### src/design/chpc_pkg.sv
// Coin hopper payout controller: shared types, mode codes, register indexes
// and reset values.
// No dependencies.
`default_nettype none

package chpc_pkg;

	localparam int CfgIdxW   = 3;
	localparam int CfgDataW  = 16;
	localparam int CoinW     = 8;
	localparam int TicksW    = 16;
	localparam int NumLines  = 4;

	// register indexes
	localparam logic [CfgIdxW-1:0] RegCoinsLineOne   = 3'd0;
	localparam logic [CfgIdxW-1:0] RegCoinsLineTwo   = 3'd1;
	localparam logic [CfgIdxW-1:0] RegCoinsLineThree = 3'd2;
	localparam logic [CfgIdxW-1:0] RegCoinsLineFour  = 3'd3;
	localparam logic [CfgIdxW-1:0] RegTimeoutTicks   = 3'd4;

	// register reset values
	localparam logic [CoinW-1:0]  CoinsLineOneRst   = 8'd10;
	localparam logic [CoinW-1:0]  CoinsLineTwoRst   = 8'd20;
	localparam logic [CoinW-1:0]  CoinsLineThreeRst = 8'd50;
	localparam logic [CoinW-1:0]  CoinsLineFourRst  = 8'd100;
	localparam logic [TicksW-1:0] TimeoutTicksRst   = 16'd8000;

	localparam logic [TicksW-1:0] TicksMax = {TicksW{1'b1}};

	// controller modes
	localparam logic [1:0] ModeIdle   = 2'd0;
	localparam logic [1:0] ModeSpare  = 2'd1;
	localparam logic [1:0] ModePaying = 2'd2;
	localparam logic [1:0] ModeFault  = 2'd3;

	typedef struct packed {
		logic [NumLines-1:0][CoinW-1:0] coins_line;
		logic [TicksW-1:0]              timeout_ticks;
	} cfg_t;

	typedef struct packed {
		logic                service_active;
		logic [NumLines-1:0] lines;
		logic                coin_present;
	} tick_t;

	typedef struct packed {
		logic             motor_on;
		logic             accept_enabled;
		logic             paying;
		logic             fault;
		logic [CoinW-1:0] coins_paid;
		logic             payout_done;
	} result_t;

endpackage

`default_nettype wire

### src/design/chpc_tick_if.sv
// Coin hopper payout controller: input tick channel (valid/ready + sampled levels).
// Depends on nothing.
`default_nettype none

interface chpc_tick_if;
	logic valid;
	logic ready;
	logic service_active;
	logic line_one_active;
	logic line_two_active;
	logic line_three_active;
	logic line_four_active;
	logic coin_present;

	modport source (
		output valid, service_active, line_one_active, line_two_active,
		       line_three_active, line_four_active, coin_present,
		input  ready
	);
	modport sink (
		input  valid, service_active, line_one_active, line_two_active,
		       line_three_active, line_four_active, coin_present,
		output ready
	);
endinterface

`default_nettype wire

### src/design/chpc_result_if.sv
// Coin hopper payout controller: result channel (valid/ready + outputs).
// Depends on nothing.
`default_nettype none

interface chpc_result_if;
	logic       valid;
	logic       ready;
	logic       motor_on;
	logic       accept_enabled;
	logic       paying;
	logic       fault;
	logic [7:0] coins_paid;
	logic       payout_done;

	modport source (
		output valid, motor_on, accept_enabled, paying, fault, coins_paid, payout_done,
		input  ready
	);
	modport sink (
		input  valid, motor_on, accept_enabled, paying, fault, coins_paid, payout_done,
		output ready
	);
endinterface

`default_nettype wire

### src/design/chpc_cfg_if.sv
// Coin hopper payout controller: configuration write channel.
// Depends on nothing.
`default_nettype none

interface chpc_cfg_if;
	logic        valid;
	logic        ready;
	logic [2:0]  index;
	logic [15:0] data;

	modport source (output valid, index, data, input ready);
	modport sink   (input valid, index, data, output ready);
endinterface

`default_nettype wire

### src/design/chpc_cfg_regs.sv
// Coin hopper payout controller: configuration register file.
// Depends on chpc_pkg.
`default_nettype none

module chpc_cfg_regs
	import chpc_pkg::*;
(
	input  wire logic                clk,
	input  wire logic                arst_n,
	input  wire logic                wr_en,
	input  wire logic [CfgIdxW-1:0]  wr_index,
	input  wire logic [CfgDataW-1:0] wr_data,
	output cfg_t                     cfg
);

	cfg_t cfg_q;

	always_ff @(posedge clk or negedge arst_n) begin
		if (!arst_n) begin
			cfg_q.coins_line[0] <= CoinsLineOneRst;
			cfg_q.coins_line[1] <= CoinsLineTwoRst;
			cfg_q.coins_line[2] <= CoinsLineThreeRst;
			cfg_q.coins_line[3] <= CoinsLineFourRst;
			cfg_q.timeout_ticks <= TimeoutTicksRst;
		end else if (wr_en) begin
			unique case (wr_index)
				RegCoinsLineOne:   cfg_q.coins_line[0] <= wr_data[CoinW-1:0];
				RegCoinsLineTwo:   cfg_q.coins_line[1] <= wr_data[CoinW-1:0];
				RegCoinsLineThree: cfg_q.coins_line[2] <= wr_data[CoinW-1:0];
				RegCoinsLineFour:  cfg_q.coins_line[3] <= wr_data[CoinW-1:0];
				RegTimeoutTicks:   cfg_q.timeout_ticks <= wr_data[TicksW-1:0];
				default: ;
			endcase
		end
	end

	assign cfg = cfg_q;

endmodule

`default_nettype wire

### src/design/chpc_ctrl.sv
// Coin hopper payout controller: payout state and per-tick update logic.
// Depends on chpc_pkg.
`default_nettype none

module chpc_ctrl
	import chpc_pkg::*;
(
	input  wire logic  clk,
	input  wire logic  arst_n,
	input  wire logic  tick_en,
	input  wire tick_t tick,
	input  wire cfg_t  cfg,
	output result_t    result
);

	logic [1:0]          mode_q, mode_d;
	logic [CoinW-1:0]    target_q, target_d;
	logic [CoinW-1:0]    count_q, count_d;
	logic                armed_q, armed_d;
	logic [TicksW-1:0]   ticks_q, ticks_d;
	logic [NumLines-1:0] prev_lines_q;
	logic                prev_coin_q;

	logic [NumLines-1:0] qual;
	logic                coin_hit;
	logic                motor;
	logic                done;

	assign qual     = tick.lines & prev_lines_q;
	assign coin_hit = tick.coin_present & prev_coin_q & armed_q;

	always_comb begin
		mode_d   = mode_q;
		target_d = target_q;
		count_d  = count_q;
		armed_d  = armed_q;
		ticks_d  = ticks_q;
		motor    = 1'b0;
		done     = 1'b0;
		unique case (mode_q)
			ModeIdle: begin
				if (tick.service_active) begin
					motor = 1'b1;
				end else if (qual != '0) begin
					priority if (qual[0]) target_d = cfg.coins_line[0];
					else if (qual[1])     target_d = cfg.coins_line[1];
					else if (qual[2])     target_d = cfg.coins_line[2];
					else                  target_d = cfg.coins_line[3];
					count_d = '0;
					ticks_d = '0;
					mode_d  = ModePaying;
				end
			end
			ModePaying: begin
				if (ticks_q != TicksMax) begin
					ticks_d = ticks_q + 1'b1;
				end
				if (coin_hit) begin
					armed_d = 1'b0;
					count_d = count_q + 1'b1;
					ticks_d = '0;
				end else if (!tick.coin_present && !prev_coin_q && !armed_q) begin
					armed_d = 1'b1;
				end
				if (ticks_d >= cfg.timeout_ticks) begin
					mode_d = ModeFault;
				end else if (count_d == target_q) begin
					mode_d = ModeIdle;
					done   = 1'b1;
				end
			end
			ModeFault: ;
			default: mode_d = ModeIdle;
		endcase
		if (mode_d != ModePaying && !tick.coin_present && !prev_coin_q) begin
			armed_d = 1'b1;
		end
	end

	always_comb begin
		result.motor_on       = motor;
		result.accept_enabled = 1'b1;
		if (mode_d == ModePaying) begin
			result.motor_on       = 1'b1;
			result.accept_enabled = 1'b0;
		end else if (mode_d == ModeFault) begin
			result.motor_on       = 1'b0;
			result.accept_enabled = 1'b0;
		end
		result.paying      = (mode_d == ModePaying);
		result.fault       = (mode_d == ModeFault);
		result.coins_paid  = count_d;
		result.payout_done = done;
	end

	always_ff @(posedge clk or negedge arst_n) begin
		if (!arst_n) begin
			mode_q       <= ModeIdle;
			target_q     <= '0;
			count_q      <= '0;
			armed_q      <= 1'b1;
			ticks_q      <= '0;
			prev_lines_q <= '0;
			prev_coin_q  <= 1'b0;
		end else if (tick_en) begin
			mode_q       <= mode_d;
			target_q     <= target_d;
			count_q      <= count_d;
			armed_q      <= armed_d;
			ticks_q      <= ticks_d;
			prev_lines_q <= tick.lines;
			prev_coin_q  <= tick.coin_present;
		end
	end

endmodule

`default_nettype wire

### src/design/chpc_out_buf.sv
// Coin hopper payout controller: two-entry result buffer between the
// controller and the result channel.
// Depends on chpc_pkg.
`default_nettype none

module chpc_out_buf
	import chpc_pkg::*;
(
	input  wire logic    clk,
	input  wire logic    arst_n,
	input  wire logic    wr_en,
	input  wire result_t wr_data,
	output logic         full,
	output logic         rd_valid,
	input  wire logic    rd_ready,
	output result_t      rd_data
);

	result_t    entry_q [2];
	logic       wr_ptr_q;
	logic       rd_ptr_q;
	logic [1:0] count_q;
	logic       rd_en;

	assign full     = (count_q == 2'd2);
	assign rd_valid = (count_q != 2'd0);
	assign rd_en    = rd_valid & rd_ready;
	assign rd_data  = entry_q[rd_ptr_q];

	always_ff @(posedge clk) begin
		if (wr_en) begin
			entry_q[wr_ptr_q] <= wr_data;
		end
	end

	always_ff @(posedge clk or negedge arst_n) begin
		if (!arst_n) begin
			wr_ptr_q <= 1'b0;
			rd_ptr_q <= 1'b0;
			count_q  <= 2'd0;
		end else begin
			if (wr_en) wr_ptr_q <= ~wr_ptr_q;
			if (rd_en) rd_ptr_q <= ~rd_ptr_q;
			unique case ({wr_en, rd_en})
				2'b10:   count_q <= count_q + 2'd1;
				2'b01:   count_q <= count_q - 2'd1;
				default: count_q <= count_q;
			endcase
		end
	end

endmodule

`default_nettype wire

### src/design/coin_hopper_payout_controller_unit.sv
// Coin hopper payout controller, top level.
// Depends on chpc_pkg, chpc_tick_if, chpc_result_if, chpc_cfg_if, chpc_cfg_regs,
// chpc_ctrl and chpc_out_buf.
//
// One transaction on tick_in per millisecond tick gives exactly one transaction on
// result_out. The whole state update for a tick is done in the cycle the tick is
// accepted and the result lands in a two-entry output buffer, so a tick can be
// taken every clock cycle; tick_in.ready drops only while both buffer entries wait
// to be taken. Configuration writes are accepted every cycle (cfg.ready is tied
// high); indexes above four are ignored.
`default_nettype none

module coin_hopper_payout_controller_unit
	import chpc_pkg::*;
(
	input wire logic     clk,
	input wire logic     arst_n,
	chpc_tick_if.sink    tick_in,
	chpc_result_if.source result_out,
	chpc_cfg_if.sink     cfg
);

	cfg_t    cfg_regs;
	tick_t   tick;
	result_t result;
	result_t buf_data;
	logic    buf_full;
	logic    tick_en;

	assign cfg.ready     = 1'b1;
	assign tick_in.ready = ~buf_full;
	assign tick_en       = tick_in.valid & ~buf_full;

	assign tick.service_active = tick_in.service_active;
	assign tick.lines          = {tick_in.line_four_active, tick_in.line_three_active,
	                              tick_in.line_two_active, tick_in.line_one_active};
	assign tick.coin_present   = tick_in.coin_present;

	chpc_cfg_regs u_cfg_regs (
		.clk      (clk),
		.arst_n   (arst_n),
		.wr_en    (cfg.valid),
		.wr_index (cfg.index),
		.wr_data  (cfg.data),
		.cfg      (cfg_regs)
	);

	chpc_ctrl u_ctrl (
		.clk     (clk),
		.arst_n  (arst_n),
		.tick_en (tick_en),
		.tick    (tick),
		.cfg     (cfg_regs),
		.result  (result)
	);

	chpc_out_buf u_out_buf (
		.clk      (clk),
		.arst_n   (arst_n),
		.wr_en    (tick_en),
		.wr_data  (result),
		.full     (buf_full),
		.rd_valid (result_out.valid),
		.rd_ready (result_out.ready),
		.rd_data  (buf_data)
	);

	assign result_out.motor_on       = buf_data.motor_on;
	assign result_out.accept_enabled = buf_data.accept_enabled;
	assign result_out.paying         = buf_data.paying;
	assign result_out.fault          = buf_data.fault;
	assign result_out.coins_paid     = buf_data.coins_paid;
	assign result_out.payout_done    = buf_data.payout_done;

endmodule

`default_nettype wire

### src/flat_wrapper.sv
// flat-port wrapper written by rule: the top's interface ports become plain ports
module coin_hopper_payout_controller_unit_flat import chpc_pkg::*;
  (clk, arst_n, tick_in_valid, tick_in_service_active, tick_in_line_one_active, tick_in_line_two_active, tick_in_line_three_active, tick_in_line_four_active, tick_in_coin_present, tick_in_ready, result_out_valid, result_out_motor_on, result_out_accept_enabled, result_out_paying, result_out_fault, result_out_coins_paid, result_out_payout_done, result_out_ready, cfg_valid, cfg_index, cfg_data, cfg_ready);
  chpc_tick_if tick_in_i ();
  chpc_result_if result_out_i ();
  chpc_cfg_if cfg_i ();
  input wire logic clk;
  input wire logic arst_n;
  input wire logic [$bits(tick_in_i.valid)-1:0] tick_in_valid;
  input wire logic [$bits(tick_in_i.service_active)-1:0] tick_in_service_active;
  input wire logic [$bits(tick_in_i.line_one_active)-1:0] tick_in_line_one_active;
  input wire logic [$bits(tick_in_i.line_two_active)-1:0] tick_in_line_two_active;
  input wire logic [$bits(tick_in_i.line_three_active)-1:0] tick_in_line_three_active;
  input wire logic [$bits(tick_in_i.line_four_active)-1:0] tick_in_line_four_active;
  input wire logic [$bits(tick_in_i.coin_present)-1:0] tick_in_coin_present;
  output wire logic [$bits(tick_in_i.ready)-1:0] tick_in_ready;
  output wire logic [$bits(result_out_i.valid)-1:0] result_out_valid;
  output wire logic [$bits(result_out_i.motor_on)-1:0] result_out_motor_on;
  output wire logic [$bits(result_out_i.accept_enabled)-1:0] result_out_accept_enabled;
  output wire logic [$bits(result_out_i.paying)-1:0] result_out_paying;
  output wire logic [$bits(result_out_i.fault)-1:0] result_out_fault;
  output wire logic [$bits(result_out_i.coins_paid)-1:0] result_out_coins_paid;
  output wire logic [$bits(result_out_i.payout_done)-1:0] result_out_payout_done;
  input wire logic [$bits(result_out_i.ready)-1:0] result_out_ready;
  input wire logic [$bits(cfg_i.valid)-1:0] cfg_valid;
  input wire logic [$bits(cfg_i.index)-1:0] cfg_index;
  input wire logic [$bits(cfg_i.data)-1:0] cfg_data;
  output wire logic [$bits(cfg_i.ready)-1:0] cfg_ready;
  assign tick_in_i.valid = tick_in_valid;
  assign tick_in_i.service_active = tick_in_service_active;
  assign tick_in_i.line_one_active = tick_in_line_one_active;
  assign tick_in_i.line_two_active = tick_in_line_two_active;
  assign tick_in_i.line_three_active = tick_in_line_three_active;
  assign tick_in_i.line_four_active = tick_in_line_four_active;
  assign tick_in_i.coin_present = tick_in_coin_present;
  assign tick_in_ready = tick_in_i.ready;
  assign result_out_valid = result_out_i.valid;
  assign result_out_motor_on = result_out_i.motor_on;
  assign result_out_accept_enabled = result_out_i.accept_enabled;
  assign result_out_paying = result_out_i.paying;
  assign result_out_fault = result_out_i.fault;
  assign result_out_coins_paid = result_out_i.coins_paid;
  assign result_out_payout_done = result_out_i.payout_done;
  assign result_out_i.ready = result_out_ready;
  assign cfg_i.valid = cfg_valid;
  assign cfg_i.index = cfg_index;
  assign cfg_i.data = cfg_data;
  assign cfg_ready = cfg_i.ready;
  coin_hopper_payout_controller_unit u_core (.clk(clk), .arst_n(arst_n), .tick_in(tick_in_i), .result_out(result_out_i), .cfg(cfg_i));
endmodule
### config.mk
export PLATFORM = sky130hd
export DESIGN_NAME = coin_hopper_payout_controller_unit_flat
export DESIGN_NICKNAME = d
export VERILOG_FILES = /design/src/design/chpc_pkg.sv /design/src/design/chpc_tick_if.sv /design/src/design/chpc_result_if.sv /design/src/design/chpc_cfg_if.sv /design/src/design/chpc_cfg_regs.sv /design/src/design/chpc_ctrl.sv /design/src/design/chpc_out_buf.sv /design/src/design/coin_hopper_payout_controller_unit.sv /design/src/flat_wrapper.sv
export SDC_FILE = /design/constraint.sdc
export NUM_CORES = 1
export LEC_CHECK = 0
export ABC_AREA = 1
export CAP_MARGIN = 10
export CORE_UTILIZATION = 60
export CTS_CLUSTER_DIAMETER = 80
export CTS_CLUSTER_SIZE = 28
export DETAILED_ROUTE_END_ITERATION = 8
export DONT_BUFFER_PORTS = 1
export PLACE_DENSITY = 0.76
export SLEW_MARGIN = 20
export SYNTH_ARGS = -nofsm -noshare
export SYNTH_HDL_FRONTEND = slang
export SYNTH_SLANG_ARGS = --single-unit
export TNS_END_PERCENT = 30
### constraint.sdc
create_clock -name clk -period 3.6 [get_ports clk]
set_input_delay 0.36 -clock clk [delete_from_list [all_inputs] [get_ports clk]]
set_output_delay 0.36 -clock clk [all_outputs]
set_load 0.05 [all_outputs]
==> reports/summary.txt, run 1 <==
clk slew on worst S/H paths: 0.06 ns
Post-synth EDFFs: 26
FF+latch count, synth: 118
global-route wire length before repair: 22.6 mm
Cells after Synth: 742
fin util: 71.8%
Worst-Margin Slew: 0.990 ns
Max-cap violations: 0
Required @ worst endpoint: 3.87 ns
critical path type: flop to flop
H-tree depth: 4
status: complete, no violations
setup tns final: 0 ns
Clk Latency, worst-skew pair: 0.53 ns
main flop type after synthesis: dfrtp_1
Overflow after GRT: 0
Synth Area in XOR/XNOR: 1.64%
DRT iter0 DRCs: 334
DR vias/cell: 5.60
Clock Sinks: 118
Seq/Total Area, Yosys: 50.2%
fin cells: 907
Residual DRC: 0
fmax: 295 MHz
Setup WS pre-CTS: 0.194 ns
post-route clock skew: 0.0130 ns
WL per Instance: 15.3 um
HPWL Detailed: 9.15 mm
Starting Density: 62.6%
most frequent cells in the layout: 203 x nand2_1, 96 x inv_1, 76 x o21ai_0
Synth area leader: dfrtp_1
core area: 9860 um2
Mapped Area: 6180 um2
number of nets in the layout: 810
IO Port Bufs: 0
Critical path buffers and inverters: 2
largest net degree at the start of global routing: 93
Synth cell types: 38
mux share of post-synthesis cell area: 0%
average cell area after synthesis: 8.33 um2
main area contributors after synthesis: dfrtp_1 30%, edfxtp_1 13%, nand2_1 12%
synthesized net count: 791
Adder-Cell Fraction of Synth Area: 3.85%
leading cell type in the layout, fill and taps excluded: nand2_1
slowest stage delay, CP: 0.41 ns
chip height: 103 um
Hold WC Path Type: primary input to flop
simple-gate area share of the yosys netlist: 23.7%
Final Power: 5.99 mW
I/O pin cnt: 46
register area: 3110 um2
worst path cell trace: inv_1 -> nor3_2 -> nand3_1 -> nor2_1 -> nand2_1 -> nor3_2 -> xor2_1 -> nand2_1 -> nand2_1 -> inv_1 -> ha_1 -> a21oi_1 -> o21ai_0 -> a21oi_1 -> nand2_1 -> nor2_2 -> nand4_2 -> nand3_2 -> nand2_1
multi-input logic area: 2600 um2
ANT nets after route: 0
CP Max Fanout: 5
Synth top area share: 30.4%
Rows: 36
Die ar.: 10700 um2
Layout area overhead: 14.6%
Rel. slew slack: 33.8%
Critical Path Most Common Cell: nand2_1
Detailed Route WL: 13.9 mm
pwr dens: 845 nW/um2
worst setup margin: 0.214 ns
static leakage: 3.40 nW
clock tree buffer depth: 2
1st-pass router iterations: 4
maximum vdd drop: 0.000457 V
Cells after DPL: 858
GPL Wtd Cong: 0.913
fin crit share: 94.1%
setup violators final: 0
CP arrival: 3.66 ns
Fillers: 745
antenna diode count: 0
Compound-Gate Fraction of Synth Area: 12.6%
Die X-Extent: 103 um
min cycle time layout: 3.39 ns
max-slew violations: 0
Crit-path slowest cell: dfrtp_1
Syn. warnings: 0
DR vias: 5080
Worst path top cell family by delay: simple AND/OR/NAND/NOR gates
All-Layer GR Usage: 28.4%
Post-synth ARST share: 78.0%
Critical Path Sink Type: flop
CTS tree: built
CP Launch Type: flop
Fin. Hold Viols: 0
CTS Buf Count: 17
number of global-route vias before repair: 4742
initial antenna violation count: 0
layout cell share with drive strength beyond 1: 11.4%
Root Driver: clkbuf_8
largest family of logic cells by synthesized area: simple AND/OR/NAND/NOR gates
## cell usage after synthesis, types with 3 or more instances
library cell,count
nand4_1,10
clkbuf_1,14
o311ai_0,7
ha_1,19
edfxtp_1,26
o21ai_0,76
nand3_1,40
nor3_2,6
a21oi_1,28
inv_1,96
nor2_2,4
o22ai_1,13
dfrtp_1,75
inv_2,3
nor2_1,49
nand3_2,4
xor2_1,7
buf_4,4
dfstp_2,17
nand2_2,6
nand2_1,203
nor3_1,3
nor4_1,3
o211ai_1,9
## area by class of cell
cell class	count	area share [%]
Sequential cell	118	43.9
Multi-Input combinational cell	503	36.7
Clock buffer	23	6.89
Inverter	99	5.25
Timing Repair Buffer	22	3.04
Tap cell	133	2.35
Clock inverter	9	1.91
## per-layer routing
metal  routed length (um)  up-vias  GRT usage [%]
met5                    0        -              0
met4                  247        0           13.5
met3                 1010       30           7.59
met2                 6200      196           43.1
met1                 6430     2368           38.1
li1                     -     2486              -
## cells by family (layout without fill, tap and decap cells)
group,after synthesis,after routing
DFF,118,118
adders and majority gates,19,19
other,1,1
xor gates and xnor gates,10,10
buffers and inverters,121,153
and+or+nand+nor,333,333
AOI/OAI and AO/OA,140,140
## metrics by stage
step	cell area [um2]	hold slack [ns]
CTS	7040	0.0132
finish	7080	0.0218
floorplan	6180	0.0644
global route	7080	0.0150
global placement	6270	0.0676
detailed placement	6270	0.0678
## timing repair
action / in CTS / in global routing
buffers inserted: 0 / 4
endpoints found under the setup margin: 0 / 6
gates resized for setup: 0 / 4
hold endpoints to repair: 103 / 0
hold buffers: 13 / 0
## sequential cells by signal, indices dropped and copies added (netlist names)
signal                      count
u_core.u_cfg_regs.cfg          48
u_core.u_ctrl.armed_q           1
u_core.u_ctrl.count_q           8
u_core.u_ctrl.mode_q            2
u_core.u_ctrl.prev_coin_q       1
u_core.u_ctrl.prev_lines_q      4
u_core.u_ctrl.target_q          8
u_core.u_ctrl.ticks_q          16
u_core.u_out_buf.count_q        2
u_core.u_out_buf.entry_q       26
u_core.u_out_buf.rd_ptr_q       1
u_core.u_out_buf.wr_ptr_q       1
## final timing paths
kind                                               start                               to  slack, ns  depth (start not counted)
max in group asynchronous                         arst_n        u_core.u_cfg_regs.cfg[11]       2.79                          2
worst min-delay path                tick_in_coin_present        u_core.u_ctrl.prev_coin_q       0.02                          2
worst max register to register  u_core.u_ctrl.ticks_q[2]  u_core.u_out_buf.entry_q[1][12]       0.21                         19
worst min register to register  u_core.u_cfg_regs.cfg[9]         u_core.u_cfg_regs.cfg[9]       0.49                          2
min in group asynchronous                         arst_n        u_core.u_ctrl.ticks_q[12]       0.38                          2
worst max-delay path            u_core.u_ctrl.ticks_q[2]  u_core.u_out_buf.entry_q[1][12]       0.21                         19
## power by group
part | switching (mW) | internal [mW] | leakage (nW)
sequential | 0.303 | 1.86 | 1.38
clock | 0.600 | 1.16 | 0.309
combinational | 1.48 | 0.586 | 1.71
total | 2.39 | 3.60 | 3.40
Note: power is estimated with default switching activity, not from simulation.
==> inputs of run 2 (changes only) <==
- CORE_MARGIN: default -> 2
==> reports/summary.txt, run 2 (synthesis results as in run 1) <==
status: complete, no violations
I/O pin cnt: 46
initial antenna violation count: 0
Worst-Margin Slew: 0.896 ns
DRT iter0 DRCs: 376
HPWL Detailed: 9.60 mm
leading cell type in the layout, fill and taps excluded: nand2_1
most frequent cells in the layout: 203 x nand2_1, 96 x inv_1, 76 x o21ai_0
Die ar.: 11100 um2
Max-cap violations: 0
Die X-Extent: 105 um
antenna diode count: 0
number of nets in the layout: 814
maximum vdd drop: 0.000453 V
sequential share of power: 35.7%
routed length on met3: 969 um
worst r2r src: u_core.u_ctrl.ticks_q[0]
static leakage: 3.40 nW
top layer in use: met4
HP Start: tick_in_coin_present
Required @ worst endpoint: 3.86 ns
Critical path buffers and inverters: 3
r2r endpoint: u_core.u_out_buf.entry_q[0][12]
number of flip-flops in the largest register: 48
Psw: 2.42 mW
Worst path top cell family by delay: simple AND/OR/NAND/NOR gates
ANT nets after route: 0
Rows: 37
clock power share: 29.2%
worst setup margin: 0.218 ns
Hold WC Path Type: primary input to flop
Layout area overhead: 15.4%
chip height: 105 um
Clk Latency, worst-skew pair: 0.52 ns
Final Power: 6.03 mW
CP arrival: 3.65 ns
CTS Buf Count: 17
Clock Sinks: 118
Overflow after GRT: 0
Worst R2R Path Depth: 23
Comb power frac: 35.1%
H-tree depth: 4
WL per Instance: 15.9 um
CP Launch Type: flop
max-slew violations: 0
layout cell share with drive strength beyond 1: 12.1%
CTS tree: built
Sw Share: 40.1%
DR vias: 5130
pwr dens: 846 nW/um2
min cycle time layout: 3.38 ns
Crit-path slowest cell: dfrtp_1
reg-to-reg slack, setup: 0.22 ns
Critical Path Sink Type: flop
clk slew on worst S/H paths: 0.06 ns
Hold Path Depth: 2
number of global-route vias before repair: 5036
All-Layer GR Usage: 27.6%
1st-pass router iterations: 5
core area: 10100 um2
setup violators final: 0
post-route clock skew: 0.00998 ns
Setup WS pre-CTS: 0.204 ns
largest net degree at the start of global routing: 93
Hold EP: u_core.u_ctrl.prev_coin_q
critical path type: flop to flop
design area: 7130 um2
GPL Wtd Cong: 0.914
IO Port Bufs: 0
clock tree buffer depth: 2
Placed Area: 6290 um2
routed wl met2: 7.03 mm
Root Driver: clkbuf_8
Critical Path Most Common Cell: nand2_1
CP Max Fanout: 5
DR vias/cell: 5.61
Starting Density: 60.9%
hold_ws: 0.0400 ns
global-route wire length before repair: 24.3 mm
fin crit share: 94.0%
Metal-1 WL: 6.37 mm
Residual DRC: 0
fmax: 296 MHz
Detailed Route WL: 14.6 mm
Rel. slew slack: 39.9%
worst path cell trace: ha_1 -> nand3_1 -> inv_1 -> nand3_1 -> nor2_2 -> nand3_2 -> nor2_4 -> buf_4 -> nor2_1 -> a21oi_1 -> nor3_2 -> ha_1 -> nand2_1 -> inv_1 -> nor2_1 -> o21a_1 -> nand2_1 -> nand2_1 -> nand2_1 -> nor2_4 -> nand4_2 -> nand3_2 -> nand2_1
Int Power: 3.61 mW
Fin. Hold Viols: 0
slowest stage delay, CP: 0.36 ns
==> run 2: cell types whose count changed in the layout (fill, tap and decap cells not counted), sizes merged <==
cell,change
buf,+3
clkinvlp,+2
clkbuf,-1
dlygate4sd3,+1
inv,-1
==> run 2: worst register-to-register path, cell delays in order (launching register included) <==
cell     delay, ns
dfrtp_1       0.36
ha_1          0.17
nand3_1       0.08
inv_1         0.11
nand3_1       0.12
nor2_2        0.13
nand3_2       0.11
nor2_4        0.20
buf_4         0.15
nor2_1        0.06
a21oi_1       0.17
nor3_2        0.08
ha_1          0.31
nand2_1       0.08
inv_1         0.05
nor2_1        0.13
o21a_1        0.16
nand2_1       0.06
nand2_1       0.05
nand2_1       0.08
nor2_4        0.14
nand4_2       0.16
nand3_2       0.12
nand2_1       0.07
==> run 2: timing repair <==
action                                  4_1_cts  5_1_grt
hold buffers                                 14        0
endpoints found under the setup margin        0        9
endpoints found under the hold margin       105        0
buffers inserted                              0        5
gates resized for setup                       0        5
==> run 2: final cells by class <==
cell class,instances,area [um2]
multi-input cells,503,2610
clock buffers,22,484
repair buffers,26,248
fillers,750,3010
well taps,136,170
flip-flops and latches,118,3100
inverters,99,372
clock inverters,10,139
==> run 2: worst max path at each step <==
stage                                  start  cells after the start                              end  slack (ns)
floorplan           u_core.u_ctrl.ticks_q[0]                     25  u_core.u_out_buf.entry_q[0][12]        0.76
global placement    u_core.u_ctrl.ticks_q[0]                     25            u_core.u_ctrl.armed_q        0.38
detailed placement  u_core.u_ctrl.ticks_q[0]                     25            u_core.u_ctrl.armed_q        0.20
CTS                 u_core.u_ctrl.ticks_q[0]                     25            u_core.u_ctrl.armed_q        0.17
global route        u_core.u_ctrl.ticks_q[0]                     23  u_core.u_out_buf.entry_q[0][12]      -0.002
finish              u_core.u_ctrl.ticks_q[0]                     23  u_core.u_out_buf.entry_q[0][12]        0.22
==> run 2: power by group through the flow <==
| stage | clock network [mW] | registers [mW] | logic (mW) |
|---|---|---|---|
| after global routing | 1.83 | 2.21 | 2.36 |
| after CTS | 1.78 | 2.15 | 2.08 |
| after global placement | 0 | 2.15 | 1.94 |
| final | 1.76 | 2.16 | 2.12 |
| after floorplan | 0 | 2.06 | 1.66 |
| after detailed placement | 0 | 2.16 | 2.01 |
==> run 2: layer usage <==
metal  GRT usage [%]  vias up
li1                -     2503
met1            37.0     2437
met2            44.8      170
met3            6.43       20
met4            8.67        0
met5               0        -
==> run 2: metrics by stage <==
| stage | utilization, % | setup TNS, ns | instances |
|---|---|---|---|
| global placement | 62.0 | 0 | 863 |
| CTS | 69.7 | 0 | 909 |
| finish | 70.3 | 0 | 914 |
| global route | 70.3 | -0.00361 | 914 |
| detailed placement | 62.0 | 0 | 863 |
| floorplan | - | 0 | 742 |
==> inputs of run 3 (changes only) <==
==> constraint.sdc (replaced) <==
create_clock -name clk -period 3.6 [get_ports clk]
set_input_delay 0.18 -clock clk [delete_from_list [all_inputs] [get_ports clk]]
set_output_delay 0.18 -clock clk [all_outputs]
set_load 0.05 [all_outputs]
==> reports/summary.txt, run 3 (synthesis results as in run 1) <==
status: complete, no violations
slowest stage delay, CP: 0.37 ns
Detailed Route WL: 14.8 mm
global-route met1 utilization: 37.4%
All-Layer GR Usage: 28.0%
met2 usage: 46.1%
Clk Latency, worst-skew pair: 0.52 ns
1st-pass router iterations: 5
Overflow after GRT: 0
HPWL Detailed: 9.60 mm
number of flip-flops in the largest register: 48
Required @ worst endpoint: 3.87 ns
worst setup margin: 0.218 ns
Sw Share: 40.2%
fin util: 71.4%
fin cells: 925
number of nets in the layout: 825
sequential share of power: 35.6%
CTS tree: built
global-route wire length before repair: 24.7 mm
min cycle time layout: 3.38 ns
max-slew violations: 0
Fin. Hold Viols: 0
worst path cell trace: ha_1 -> nand3_1 -> inv_1 -> nand3_1 -> nor2_2 -> nand3_2 -> nor2_4 -> buf_4 -> nor2_1 -> a21oi_1 -> nor3_2 -> ha_1 -> nand2_1 -> inv_1 -> nor2_1 -> o21a_1 -> nand2_1 -> nand2_1 -> nand2_1 -> nor2_4 -> nand4_2 -> nand3_2 -> nand2_1
WL per Instance: 16.0 um
layout cell share with drive strength beyond 1: 11.8%
fin crit share: 94.0%
antenna diode count: 0
CP Max Fanout: 5
HP Start: tick_in_line_two_active
core area: 10100 um2
pwr dens: 837 nW/um2
Max-cap violations: 0
DRT iter0 DRCs: 429
Die X-Extent: 105 um
DR vias/cell: 5.61
CP Launch Point: u_core.u_ctrl.ticks_q[1]
CP Launch Type: flop
static leakage: 3.45 nW
number of global-route vias before repair: 5099
Cells after DPL: 863
Critical path buffers and inverters: 3
Psw: 2.43 mW
Rel. slew slack: 30.1%
Crit-path slowest cell: dfrtp_1
Critical Path Most Common Cell: nand2_1
Critical Path Sink Type: flop
CTS Buf Count: 17
Int Power: 3.62 mW
chip height: 105 um
clk slew on worst S/H paths: 0.06 ns
clock tree buffer depth: 2
Residual DRC: 0
fmax: 296 MHz
GPL Wtd Cong: 0.914
Starting Density: 60.9%
H-tree depth: 4
Root Driver: clkbuf_8
worst r2r src: u_core.u_ctrl.ticks_q[1]
Final Power: 6.05 mW
Fillers: 733
leading cell type in the layout, fill and taps excluded: nand2_1
DR vias: 5186
IO Port Bufs: 0
hold_ws: 0.0648 ns
maximum vdd drop: 0.000454 V
largest net degree at the start of global routing: 93
Setup WS pre-CTS: 0.204 ns
GRT Max-Usage Layer: met2
most frequent cells in the layout: 203 x nand2_1, 96 x inv_1, 76 x o21ai_0
clock power share: 29.1%
Clock Sinks: 118
Comb power frac: 35.2%
ANT nets after route: 0
Worst-Margin Slew: 1.05 ns
Rows: 37
post-route clock skew: 0.00962 ns
critical path type: flop to flop
met3 Use GR: 5.81%
setup violators final: 0
I/O pin cnt: 46
Worst path top cell family by delay: simple AND/OR/NAND/NOR gates
CP arrival: 3.65 ns
Die ar.: 11100 um2
Hold WC Path Type: primary input to flop
initial antenna violation count: 0
Layout area overhead: 17.1%
[run 3: power groups by stage]
stage / clock network, mW / registers (mW) / logic [mW]
CTS: 1.78 / 2.15 / 2.09
global placement: 0 / 2.15 / 1.94
finish: 1.76 / 2.16 / 2.13
floorplan: 0 / 2.06 / 1.66
global route: 1.83 / 2.21 / 2.37
detailed placement: 0 / 2.16 / 2.01
[run 3: final cells by class]
type | instances | area (um2) | area share, %
Multi-Input combinational cell | 503 | 2610 | 36.0
Clock buffer | 22 | 484 | 6.69
Clock inverter | 10 | 139 | 1.92
Tap cell | 136 | 170 | 2.35
Sequential cell | 118 | 3100 | 42.9
Inverter | 99 | 372 | 5.14
Timing Repair Buffer | 37 | 358 | 4.95
[run 3: final timing paths]
path | end | slack [ns] | cells past startpoint
min in group asynchronous | u_core.u_out_buf.rd_ptr_q | 0.23 | 2
max in group asynchronous | u_core.u_cfg_regs.cfg[12] | 2.94 | 2
worst max register to register | u_core.u_out_buf.entry_q[0][12] | 0.22 | 23
worst min register to register | u_core.u_cfg_regs.cfg[9] | 0.48 | 2
worst min-delay path | u_core.u_ctrl.target_q[3] | 0.06 | 3
worst max-delay path | u_core.u_out_buf.entry_q[0][12] | 0.22 | 23
[run 3: what timing repair did]
item,4_1_cts,5_1_grt
setup buffers,0,5
hold buffers,25,0
resized for setup,0,5
endpoints found under the hold margin,149,0
setup endpoints to repair,0,9
[run 3: worst min-delay path, stage by stage]
cell	delay, ns
nand2_1	0.11
o211ai_1	0.12
a31oi_1	0.13
[run 3: metal layers]
metal,vias up,wire [um]
met3,21,934
met2,183,7140
met5,-,0
li1,2519,-
met1,2463,6540
met4,0,221
[run 3: metrics by stage]
stage                     area (um2)  TNS [ns]
final                           7230         0
after global routing            7230  -0.00363
after CTS                       7180         0
after detailed placement        6290         0
after global placement          6290         0
after floorplan                 6180         0
